### config.mk
export PLATFORM = sky130hd
export DESIGN_NAME = kmer_color_read_classifier
export DESIGN_NICKNAME = d
export VERILOG_FILES = /design/src/rtl/kcrc_pkg.sv /design/src/rtl/kcrc_front.sv /design/src/rtl/kcrc_fifo.sv /design/src/rtl/kcrc_back.sv /design/src/rtl/kmer_color_read_classifier.sv
export SDC_FILE = /design/constraint.sdc
export NUM_CORES = 1
export LEC_CHECK = 0
export BUFFER_PORTS_ARGS = -buffer_cell sky130_fd_sc_hd__buf_2
export CAP_MARGIN = 20
export CORE_MARGIN = 5
export CORE_UTILIZATION = 65
export CTS_CLUSTER_DIAMETER = 150
export DETAILED_ROUTE_END_ITERATION = 7
export PLACE_DENSITY_LB_ADDON = 0.15
export SLEW_MARGIN = 40
export SYNTH_ARGS = -nofsm -noshare
export SYNTH_HDL_FRONTEND = slang
export SYNTH_SLANG_ARGS = --single-unit
### constraint.sdc
create_clock -name clk -period 13.1 [get_ports clk]
set_input_delay 1.31 -clock clk [delete_from_list [all_inputs] [get_ports clk]]
set_output_delay 1.31 -clock clk [all_outputs]
set_load 0.005 [all_outputs]
### src/rtl/kcrc_pkg.sv
`default_nettype none
package kcrc_pkg;

	localparam int MaxKmers  = 1024;
	localparam int ColorBits = 32;
	localparam int PosW      = $clog2(MaxKmers + 1);
	localparam int HitW      = $clog2(MaxKmers);
	localparam int CountW    = 32;
	localparam int NumEnds   = 2;
	localparam int NumScen   = 6;
	localparam int QDepth    = 4;
	localparam int QAw       = $clog2(QDepth);

	typedef enum logic [2:0] {
		ScenSame    = 3'd0,
		ScenDiffer  = 3'd1,
		ScenLow     = 3'd2,
		ScenMulti   = 3'd3,
		ScenTrimmed = 3'd4,
		ScenNone    = 3'd5
	} scen_t;

	typedef struct packed {
		scen_t                 scenario;
		logic [ColorBits-1:0]  component;
		logic [HitW-1:0]       trim_start;
		logic [HitW-1:0]       trim_end;
		logic [PosW-1:0]       found_total;
		logic [PosW-1:0]       kmer_total;
		logic                  too_long;
		logic                  read_end;
	} class_rec_t;

endpackage
`default_nettype wire

### src/rtl/kcrc_front.sv
`default_nettype none
module kcrc_front (
	input  wire logic                           clk,
	input  wire logic                           arst_n,
	input  wire logic                           push,
	input  wire logic                           q_full,
	input  wire logic [kcrc_pkg::ColorBits-1:0] kmer_color,
	input  wire logic                           last_kmer,
	input  wire logic                           read_end,
	output logic                                rec_push,
	output kcrc_pkg::class_rec_t                rec
);

	logic [kcrc_pkg::ColorBits-1:0] first_q, latest_q, base_q;
	logic [kcrc_pkg::ColorBits-1:0] first_n, latest_n, base_n;
	logic                           have_base_q, multi_q, zero_q, over_q;
	logic                           have_base_n, multi_n, zero_n, over_n;
	logic [kcrc_pkg::PosW-1:0]      found_q, pos_q, found_n, pos_n;
	logic [kcrc_pkg::HitW-1:0]      first_hit_q, last_hit_q, first_hit_n, last_hit_n;
	logic                           accept;
	logic                           ends_found, low_found;

	assign accept = push && !q_full;

	always_comb begin
		first_n     = first_q;
		latest_n    = latest_q;
		base_n      = base_q;
		have_base_n = have_base_q;
		multi_n     = multi_q;
		zero_n      = zero_q;
		over_n      = over_q;
		found_n     = found_q;
		pos_n       = pos_q;
		first_hit_n = first_hit_q;
		last_hit_n  = last_hit_q;
		if (pos_q < kcrc_pkg::PosW'(kcrc_pkg::MaxKmers)) begin
			if (pos_q == '0) begin
				first_n = kmer_color;
			end
			latest_n = kmer_color;
			if (kmer_color == '0) begin
				zero_n = 1'b1;
			end else begin
				if (!have_base_q) begin
					have_base_n = 1'b1;
					base_n      = kmer_color;
					first_hit_n = pos_q[kcrc_pkg::HitW-1:0];
				end else if (kmer_color != base_q) begin
					multi_n = 1'b1;
				end
				last_hit_n = pos_q[kcrc_pkg::HitW-1:0];
				found_n    = found_q + 1'b1;
			end
			pos_n = pos_q + 1'b1;
		end else begin
			over_n = 1'b1;
		end
	end

	assign ends_found = (first_n != '0) && (latest_n != '0);
	assign low_found  = {found_n, 1'b0} < {1'b0, pos_n};

	always_comb begin
		rec             = '0;
		rec.found_total = found_n;
		rec.kmer_total  = pos_n;
		rec.too_long    = over_n;
		rec.read_end    = read_end;
		if (ends_found) begin
			if (first_n == latest_n) begin
				rec.scenario  = kcrc_pkg::ScenSame;
				rec.component = first_n;
			end else begin
				rec.scenario = kcrc_pkg::ScenDiffer;
			end
		end else if (low_found) begin
			rec.scenario = kcrc_pkg::ScenLow;
		end else if (zero_n && have_base_n && multi_n) begin
			rec.scenario = kcrc_pkg::ScenMulti;
		end else if (have_base_n && (zero_n != multi_n)) begin
			rec.scenario   = kcrc_pkg::ScenTrimmed;
			rec.component  = base_n;
			rec.trim_start = first_hit_n;
			rec.trim_end   = last_hit_n;
		end else begin
			rec.scenario = kcrc_pkg::ScenNone;
		end
	end

	assign rec_push = accept && last_kmer;

	always_ff @(posedge clk or negedge arst_n) begin
		if (!arst_n) begin
			first_q     <= '0;
			latest_q    <= '0;
			base_q      <= '0;
			have_base_q <= 1'b0;
			multi_q     <= 1'b0;
			zero_q      <= 1'b0;
			over_q      <= 1'b0;
			found_q     <= '0;
			pos_q       <= '0;
			first_hit_q <= '0;
			last_hit_q  <= '0;
		end else if (accept) begin
			if (last_kmer) begin
				first_q     <= '0;
				latest_q    <= '0;
				base_q      <= '0;
				have_base_q <= 1'b0;
				multi_q     <= 1'b0;
				zero_q      <= 1'b0;
				over_q      <= 1'b0;
				found_q     <= '0;
				pos_q       <= '0;
				first_hit_q <= '0;
				last_hit_q  <= '0;
			end else begin
				first_q     <= first_n;
				latest_q    <= latest_n;
				base_q      <= base_n;
				have_base_q <= have_base_n;
				multi_q     <= multi_n;
				zero_q      <= zero_n;
				over_q      <= over_n;
				found_q     <= found_n;
				pos_q       <= pos_n;
				first_hit_q <= first_hit_n;
				last_hit_q  <= last_hit_n;
			end
		end
	end

endmodule
`default_nettype wire

### src/rtl/kcrc_fifo.sv
`default_nettype none
module kcrc_fifo (
	input  wire logic                 clk,
	input  wire logic                 arst_n,
	input  wire logic                 wr_en,
	input  wire kcrc_pkg::class_rec_t wr_data,
	output logic                      full,
	input  wire logic                 rd_en,
	output kcrc_pkg::class_rec_t      rd_data,
	output logic                      empty
);

	kcrc_pkg::class_rec_t             mem_q [kcrc_pkg::QDepth];
	logic [kcrc_pkg::QAw-1:0]         wr_ptr_q, rd_ptr_q;
	logic [kcrc_pkg::QAw:0]           count_q;
	logic                             do_wr, do_rd;

	assign full    = count_q == (kcrc_pkg::QAw+1)'(kcrc_pkg::QDepth);
	assign empty   = count_q == '0;
	assign do_wr   = wr_en && !full;
	assign do_rd   = rd_en && !empty;
	assign rd_data = mem_q[rd_ptr_q];

	always_ff @(posedge clk) begin
		if (do_wr) begin
			mem_q[wr_ptr_q] <= wr_data;
		end
	end

	always_ff @(posedge clk or negedge arst_n) begin
		if (!arst_n) begin
			wr_ptr_q <= '0;
			rd_ptr_q <= '0;
			count_q  <= '0;
		end else begin
			if (do_wr) begin
				wr_ptr_q <= wr_ptr_q + 1'b1;
			end
			if (do_rd) begin
				rd_ptr_q <= rd_ptr_q + 1'b1;
			end
			count_q <= count_q + (kcrc_pkg::QAw+1)'(do_wr) - (kcrc_pkg::QAw+1)'(do_rd);
		end
	end

	a_count_bound: assert property (@(posedge clk) disable iff (!arst_n)
		count_q <= (kcrc_pkg::QAw+1)'(kcrc_pkg::QDepth))
		else $error("queue count out of range");
	a_ptr_gap: assert property (@(posedge clk) disable iff (!arst_n)
		(wr_ptr_q - rd_ptr_q) == count_q[kcrc_pkg::QAw-1:0])
		else $error("queue pointers disagree with count");
	a_count_step: assert property (@(posedge clk) disable iff (!arst_n)
		(do_wr && !do_rd) |=> (count_q == $past(count_q) + 1'b1))
		else $error("queue count missed a write");

endmodule
`default_nettype wire

### src/rtl/kcrc_back.sv
`default_nettype none
module kcrc_back (
	input  wire logic                            clk,
	input  wire logic                            arst_n,
	input  wire logic                            q_empty,
	input  wire kcrc_pkg::class_rec_t            q_data,
	output logic                                 q_pop,
	input  wire logic                            pop,
	output logic                                 empty,
	output logic [2:0]                           scenario,
	output logic                                 matched,
	output logic [kcrc_pkg::ColorBits-1:0]       component,
	output logic [kcrc_pkg::HitW-1:0]            trim_start,
	output logic [kcrc_pkg::HitW-1:0]            trim_end,
	output logic [kcrc_pkg::PosW-1:0]            found_total,
	output logic [kcrc_pkg::PosW-1:0]            kmer_total,
	output logic [kcrc_pkg::CountW-1:0]          scenario_total,
	output logic                                 too_long
);

	logic [kcrc_pkg::CountW-1:0] counts_q [kcrc_pkg::NumEnds][kcrc_pkg::NumScen];
	logic                        out_valid_q;
	kcrc_pkg::class_rec_t        out_q;
	logic [kcrc_pkg::CountW-1:0] total_q;
	logic [kcrc_pkg::CountW-1:0] cur, nxt;

	assign q_pop = !q_empty && (!out_valid_q || pop);
	assign cur   = counts_q[q_data.read_end][q_data.scenario];
	assign nxt   = (cur == '1) ? cur : cur + 1'b1;

	always_ff @(posedge clk or negedge arst_n) begin
		if (!arst_n) begin
			out_valid_q <= 1'b0;
			for (int e = 0; e < kcrc_pkg::NumEnds; e++) begin
				for (int s = 0; s < kcrc_pkg::NumScen; s++) begin
					counts_q[e][s] <= '0;
				end
			end
		end else begin
			if (q_pop) begin
				out_valid_q <= 1'b1;
				counts_q[q_data.read_end][q_data.scenario] <= nxt;
			end else if (pop) begin
				out_valid_q <= 1'b0;
			end
		end
	end

	always_ff @(posedge clk) begin
		if (q_pop) begin
			out_q   <= q_data;
			total_q <= nxt;
		end
	end

	assign empty          = !out_valid_q;
	assign scenario       = out_q.scenario;
	assign matched        = (out_q.scenario == kcrc_pkg::ScenSame) ||
	                        (out_q.scenario == kcrc_pkg::ScenTrimmed);
	assign component      = out_q.component;
	assign trim_start     = out_q.trim_start;
	assign trim_end       = out_q.trim_end;
	assign found_total    = out_q.found_total;
	assign kmer_total     = out_q.kmer_total;
	assign scenario_total = total_q;
	assign too_long       = out_q.too_long;

	a_total_nonzero: assert property (@(posedge clk) disable iff (!arst_n)
		out_valid_q |-> (total_q != '0))
		else $error("delivered counter is zero");
	a_unmatched_no_comp: assert property (@(posedge clk) disable iff (!arst_n)
		(out_valid_q && !matched) |-> (component == '0))
		else $error("component set on unmatched item");
	a_found_le_total: assert property (@(posedge clk) disable iff (!arst_n)
		out_valid_q |-> (found_total <= kmer_total))
		else $error("found count above k-mer count");
	a_hold_on_stall: assert property (@(posedge clk) disable iff (!arst_n)
		(out_valid_q && !pop) |=> (out_valid_q && $stable(total_q)))
		else $error("waiting result changed");

endmodule
`default_nettype wire

### src/rtl/kmer_color_read_classifier.sv
`default_nettype none
// channel   handshake        fields
// input     push / full      kmer_color, last_kmer, read_end
// result    empty / pop      scenario, matched, component, trim_start, trim_end,
//                            found_total, kmer_total, scenario_total, too_long
// one k-mer accepted per cycle while not full; per-read state updates same cycle
// a final k-mer's classification is queued, then the counter update and result
// register load it from the queue when that register is empty or being popped
// full rises only when the four-entry queue between front and back is full
// asynchronous reset clears per-read state, counters, queue and result valid flag
module kmer_color_read_classifier (
	input  wire logic                           clk,
	input  wire logic                           arst_n,
	input  wire logic                           push,
	output logic                                full,
	input  wire logic [kcrc_pkg::ColorBits-1:0] kmer_color,
	input  wire logic                           last_kmer,
	input  wire logic                           read_end,
	output logic                                empty,
	input  wire logic                           pop,
	output logic [2:0]                          scenario,
	output logic                                matched,
	output logic [kcrc_pkg::ColorBits-1:0]      component,
	output logic [kcrc_pkg::HitW-1:0]           trim_start,
	output logic [kcrc_pkg::HitW-1:0]           trim_end,
	output logic [kcrc_pkg::PosW-1:0]           found_total,
	output logic [kcrc_pkg::PosW-1:0]           kmer_total,
	output logic [kcrc_pkg::CountW-1:0]         scenario_total,
	output logic                                too_long
);

	logic                 rec_push, q_full, q_empty, q_pop;
	kcrc_pkg::class_rec_t rec, q_data;

	assign full = q_full;

	kcrc_front u_front (
		.clk        (clk),
		.arst_n     (arst_n),
		.push       (push),
		.q_full     (q_full),
		.kmer_color (kmer_color),
		.last_kmer  (last_kmer),
		.read_end   (read_end),
		.rec_push   (rec_push),
		.rec        (rec)
	);

	kcrc_fifo u_fifo (
		.clk     (clk),
		.arst_n  (arst_n),
		.wr_en   (rec_push),
		.wr_data (rec),
		.full    (q_full),
		.rd_en   (q_pop),
		.rd_data (q_data),
		.empty   (q_empty)
	);

	kcrc_back u_back (
		.clk            (clk),
		.arst_n         (arst_n),
		.q_empty        (q_empty),
		.q_data         (q_data),
		.q_pop          (q_pop),
		.pop            (pop),
		.empty          (empty),
		.scenario       (scenario),
		.matched        (matched),
		.component      (component),
		.trim_start     (trim_start),
		.trim_end       (trim_end),
		.found_total    (found_total),
		.kmer_total     (kmer_total),
		.scenario_total (scenario_total),
		.too_long       (too_long)
	);

endmodule
`default_nettype wire
==> results_tabular.tex <==
\begin{tabular}{lr}
\hline
Metric & Value \\
\hline
\multicolumn{2}{l}{\textbf{Final layout}} \\
Area added between synthesis and finish & 10.9\% \\
Number of inserted filler cells in the final layout & between 4000 and 5000 \\
Final \#Nets & 3535 \\
Ratio of cells with drive above 1 in the final layout & 0.160 \\
\multicolumn{2}{l}{\textbf{Pwr}} \\
Lkg Pwr & slightly below 20 nW \\
Total Power & 11.1 mW \\
Areal power density over the cells & between 200 and 250 mW/mm\^{}2 \\
Maximum ir drop on the vdd rail & approximately 0.00015 V \\
\multicolumn{2}{l}{\textbf{Route}} \\
Via Count & about 28000 \\
DR vias/cell & 6.39 \\
Average wire length per cell after detail routing & roughly 24 um \\
Initial DRC count & 2778 \\
Wire length after detailed routing & between 100 and 150 mm \\
Post-route DRC & 0 \\
Count of TritonRoute iterations in the first routing pass & 7 \\
Number of routed nets with antenna violations & 0 \\
\multicolumn{2}{l}{\textbf{Place}} \\
I/O Buffers & 150 \\
Gp weighted congestion & around 0.92 \\
DP HPWL & about 63 mm \\
\multicolumn{2}{l}{\textbf{Clock tree}} \\
Clk root buf & clkbuf\_16 \\
H-tree levels & 3 \\
Clock slew at reported path FFs & 0.06 ns \\
Deepest clock path buffer count & 3 \\
Post-CTS setup-driven buffer insertion count & 0 \\
Total clock sinks & between 900 and 1000 \\
Number of CTS-inserted buffers & 96 \\
Post-cts resize count & 0 \\
Clock insertion delay at the later pin of the skew report & between 0.6 and 0.7 ns \\
Number of buffers added to fix hold violations after cts & 0 \\
CTS tree & yes \\
\multicolumn{2}{l}{\textbf{Logic synthesis}} \\
Number of distinct library cells after synthesis & 91 \\
Share of the yosys chip area belonging to registers & 0.616 \\
Flip-flop and latch count after synthesis & 960 \\
Gate count of the mapped netlist & 3466 \\
Compound-gate portion of the synthesized area & 0.116 \\
Adder-cell share of the synthesized area & 0.00636 \\
Mapped Nets & between 3000 and 4000 \\
Count leader, synth & nand2\_1 \\
Count of flip-flops with a built-in enable after synthesis & $\sim$430 \\
Most numerous cell types in the synthesized netlist & 588 x nand2\_1, 534 x dfrtp\_1, 426 x edfxtp\_1, 239 x mux2i\_1, 238 x o21ai\_1 \\
Syn\_area\_per\_cell & between 10 and 15 um\^{}2 \\
Flip-flop cell with the highest count after synthesis & dfrtp\_1 \\
Portion of synthesized cell area occupied by the leading cell type & 0.315 \\
Summed instance area of the synthesized netlist & 0.0425 mm\^{}2 \\
Proportion of synthesized area in mux cells & 0.110 \\
Post-synthesis simple-gate area fraction & 0.0886 \\
Post-synthesis async set-or-reset flop share & 0.556 \\
Post-Synth XOR/XNOR Area & 0.0220 \\
Dominant cells by area after synthesis & dfrtp\_1 31\%, edfxtp\_1 30\%, mux2i\_1 5.6\% \\
Most area-hungry cell type in the Yosys netlist & dfrtp\_1 \\
Combinational family with the most area after synthesis & compound AO/OA/AOI/OAI gates \\
Number of synthesis warnings & 0 \\
\multicolumn{2}{l}{\textbf{Setup path}} \\
Critical register-to-register path startpoint & u\_fifo.rd\_ptr\_q[1] \\
Crit path launch & u\_fifo.rd\_ptr\_q[1] \\
Crit end category & flop \\
Critical Path Fanout Max & 48 \\
WP data arrival & 6.82 ns \\
Critical path launch point type & flop \\
Data required, critical path & about 13 ns \\
WS Path Type & flop to flop \\
\multicolumn{2}{l}{\textbf{STA}} \\
RSZ-0062 raised after global routing & false \\
Worst-case hold slack & 0.477 ns \\
Max Clk Rate & 155 MHz \\
Final count of hold timing violations & 0 \\
Clock period minus final worst setup slack & 6.44 ns \\
Slew Limit Fails & 0 \\
Final Skew & between 0.02 and 0.03 ns \\
Worst slew slack as a fraction of its limit & 0.407 \\
Actual slew at the worst max-slew pin & slightly below 0.9 ns \\
Final setup violation count & 0 \\
Tcrit/Tclk final & 0.491 \\
Total Neg Setup Slack & 0 ns \\
\multicolumn{2}{l}{\textbf{Floorplanning}} \\
Die Y & between 200 and 300 um \\
IO Count & around 150 \\
Die area & 0.0705 mm\^{}2 \\
Standard cell core area & around 0.065 mm\^{}2 \\
DIE WIDTH & 266 um \\
Number of rows in the core area & 93 \\
Initial cell density of the core & 0.658 \\
\multicolumn{2}{l}{\textbf{GRT}} \\
Via count of the first global-routing pass & about 30000 \\
First-pass GRT wire length & between 150 and 200 mm \\
Total global routing overflow & 0 \\
GRT Total Usage & 0.298 \\
Maximum number of pins on one net before global-route repair & about 120 \\
Initial antenna violation count & 6 \\
\multicolumn{2}{l}{\textbf{Status}} \\
Result of the run & completed \\
\multicolumn{2}{l}{\textbf{Hold path}} \\
Worst hold path class & flop to flop \\
Min-Delay Startpoint & u\_back.counts\_q[368] \\
\multicolumn{2}{l}{\textbf{Run}} \\
Max-cap violations & 0 \\
\hline
\end{tabular}
stage by stage:
step / cell area [um^2] / instances / setup WS (ns) / utilization
5_1_grt: 47100 / 4417 / 6.31 / 0.729
3_5_place_dp: 43600 / 4232 / 6.36 / 0.675
2_1_floorplan: 42500 / 3466 / 7.85 / -
6_report: 47100 / 4418 / 6.66 / 0.729
3_3_place_gp: 43400 / 4228 / 6.52 / 0.672
4_1_cts: 46800 / 4414 / 6.28 / 0.725
where the power goes:
part           total, mW  leakage (nW)  internal, mW  switching, mW
registers           4.58          11.2          4.07          0.506
logic               3.68          6.66          1.35           2.33
clock network       2.82          1.59          1.64           1.17
total               11.1          19.4          7.06           4.01
final timing paths:
path	to	slack, ns	cells after the start
setup / recovery	u_back.scenario_total[27]	6.66	16
hold / removal	u_back.counts_q[368]	0.48	2
setup reg to reg	u_back.scenario_total[27]	6.66	16
hold reg to reg	u_back.counts_q[368]	0.48	2
max in group asynchronous	u_fifo.rd_ptr_q[1]	10.30	4
min in group asynchronous	u_back.counts_q[112]	0.60	1
critical path, cell delays in order, from the launching register on:
cell	delay (ns)
dfrtp_4	0.80
buf_4	0.70
mux4_2	0.58
buf_4	0.42
nor3b_2	0.64
buf_4	0.35
a22oi_1	0.12
o211ai_1	0.16
inv_2	0.11
ha_1	0.23
nand2_1	0.39
nor4_4	0.10
buf_4	0.20
buf_4	0.20
a2111oi_2	0.50
xor2_2	0.49
inv_1	0.09
cell usage in the layout (no fill, tap or decap), types with 34 or more instances in the layout:
cell type,netlist,layout
a22o_1,51,51
dfrtp_1,534,531
nand3_1,36,34
a21oi_1,57,57
inv_1,93,92
edfxtp_1,426,426
mux4_2,91,89
o21ai_0,236,236
xnor2_1,65,53
o21ai_1,238,236
a22oi_1,63,63
nor2_1,41,36
nand2_1,588,580
clkbuf_16,0,96
mux2i_1,239,238
buf_2,42,149
cell families after synthesis:
group,after synthesis
flops,960
buf+inv,385
xor+xnor,104
compound gates,809
fa+ha+maj,21
simple gates,835
mux,352
final cells by class:
type | count | area [um^2] | area share
antenna | 3 | 7.51 | 0.000159
clock buffer | 116 | 2570 | 0.0545
clock inverter | 66 | 694 | 0.0147
inverter | 101 | 384 | 0.00816
multi-input combinational | 2121 | 15000 | 0.319
sequential | 960 | 26200 | 0.556
tap | 855 | 1070 | 0.0227
timing repair buffer | 196 | 1200 | 0.0255
per-layer routing:
metal | vias up | track usage | routed length, um
met5 | - | 0 | 27
met4 | 4 | 0.106 | 3750
met3 | 261 | 0.0444 | 6310
met2 | 1101 | 0.515 | 53900
met1 | 14300 | 0.392 | 41200
li1 | 12600 | - | -
state kept, by name, indices dropped and copies added (netlist names), 3 cells and up:
signal,count
u_back.component,32
u_back.counts_q,384
u_back.found_total,11
u_back.kmer_total,11
u_back.scenario,3
u_back.scenario_total,32
u_back.trim_end,10
u_back.trim_start,10
u_fifo.count_q,3
u_fifo.mem_q,316
u_front.base_q,32
u_front.first_hit_q,10
u_front.first_q,32
u_front.found_q,11
u_front.last_hit_q,10
u_front.latest_q,32
u_front.pos_q,11
(Power assumes the default switching activity.)
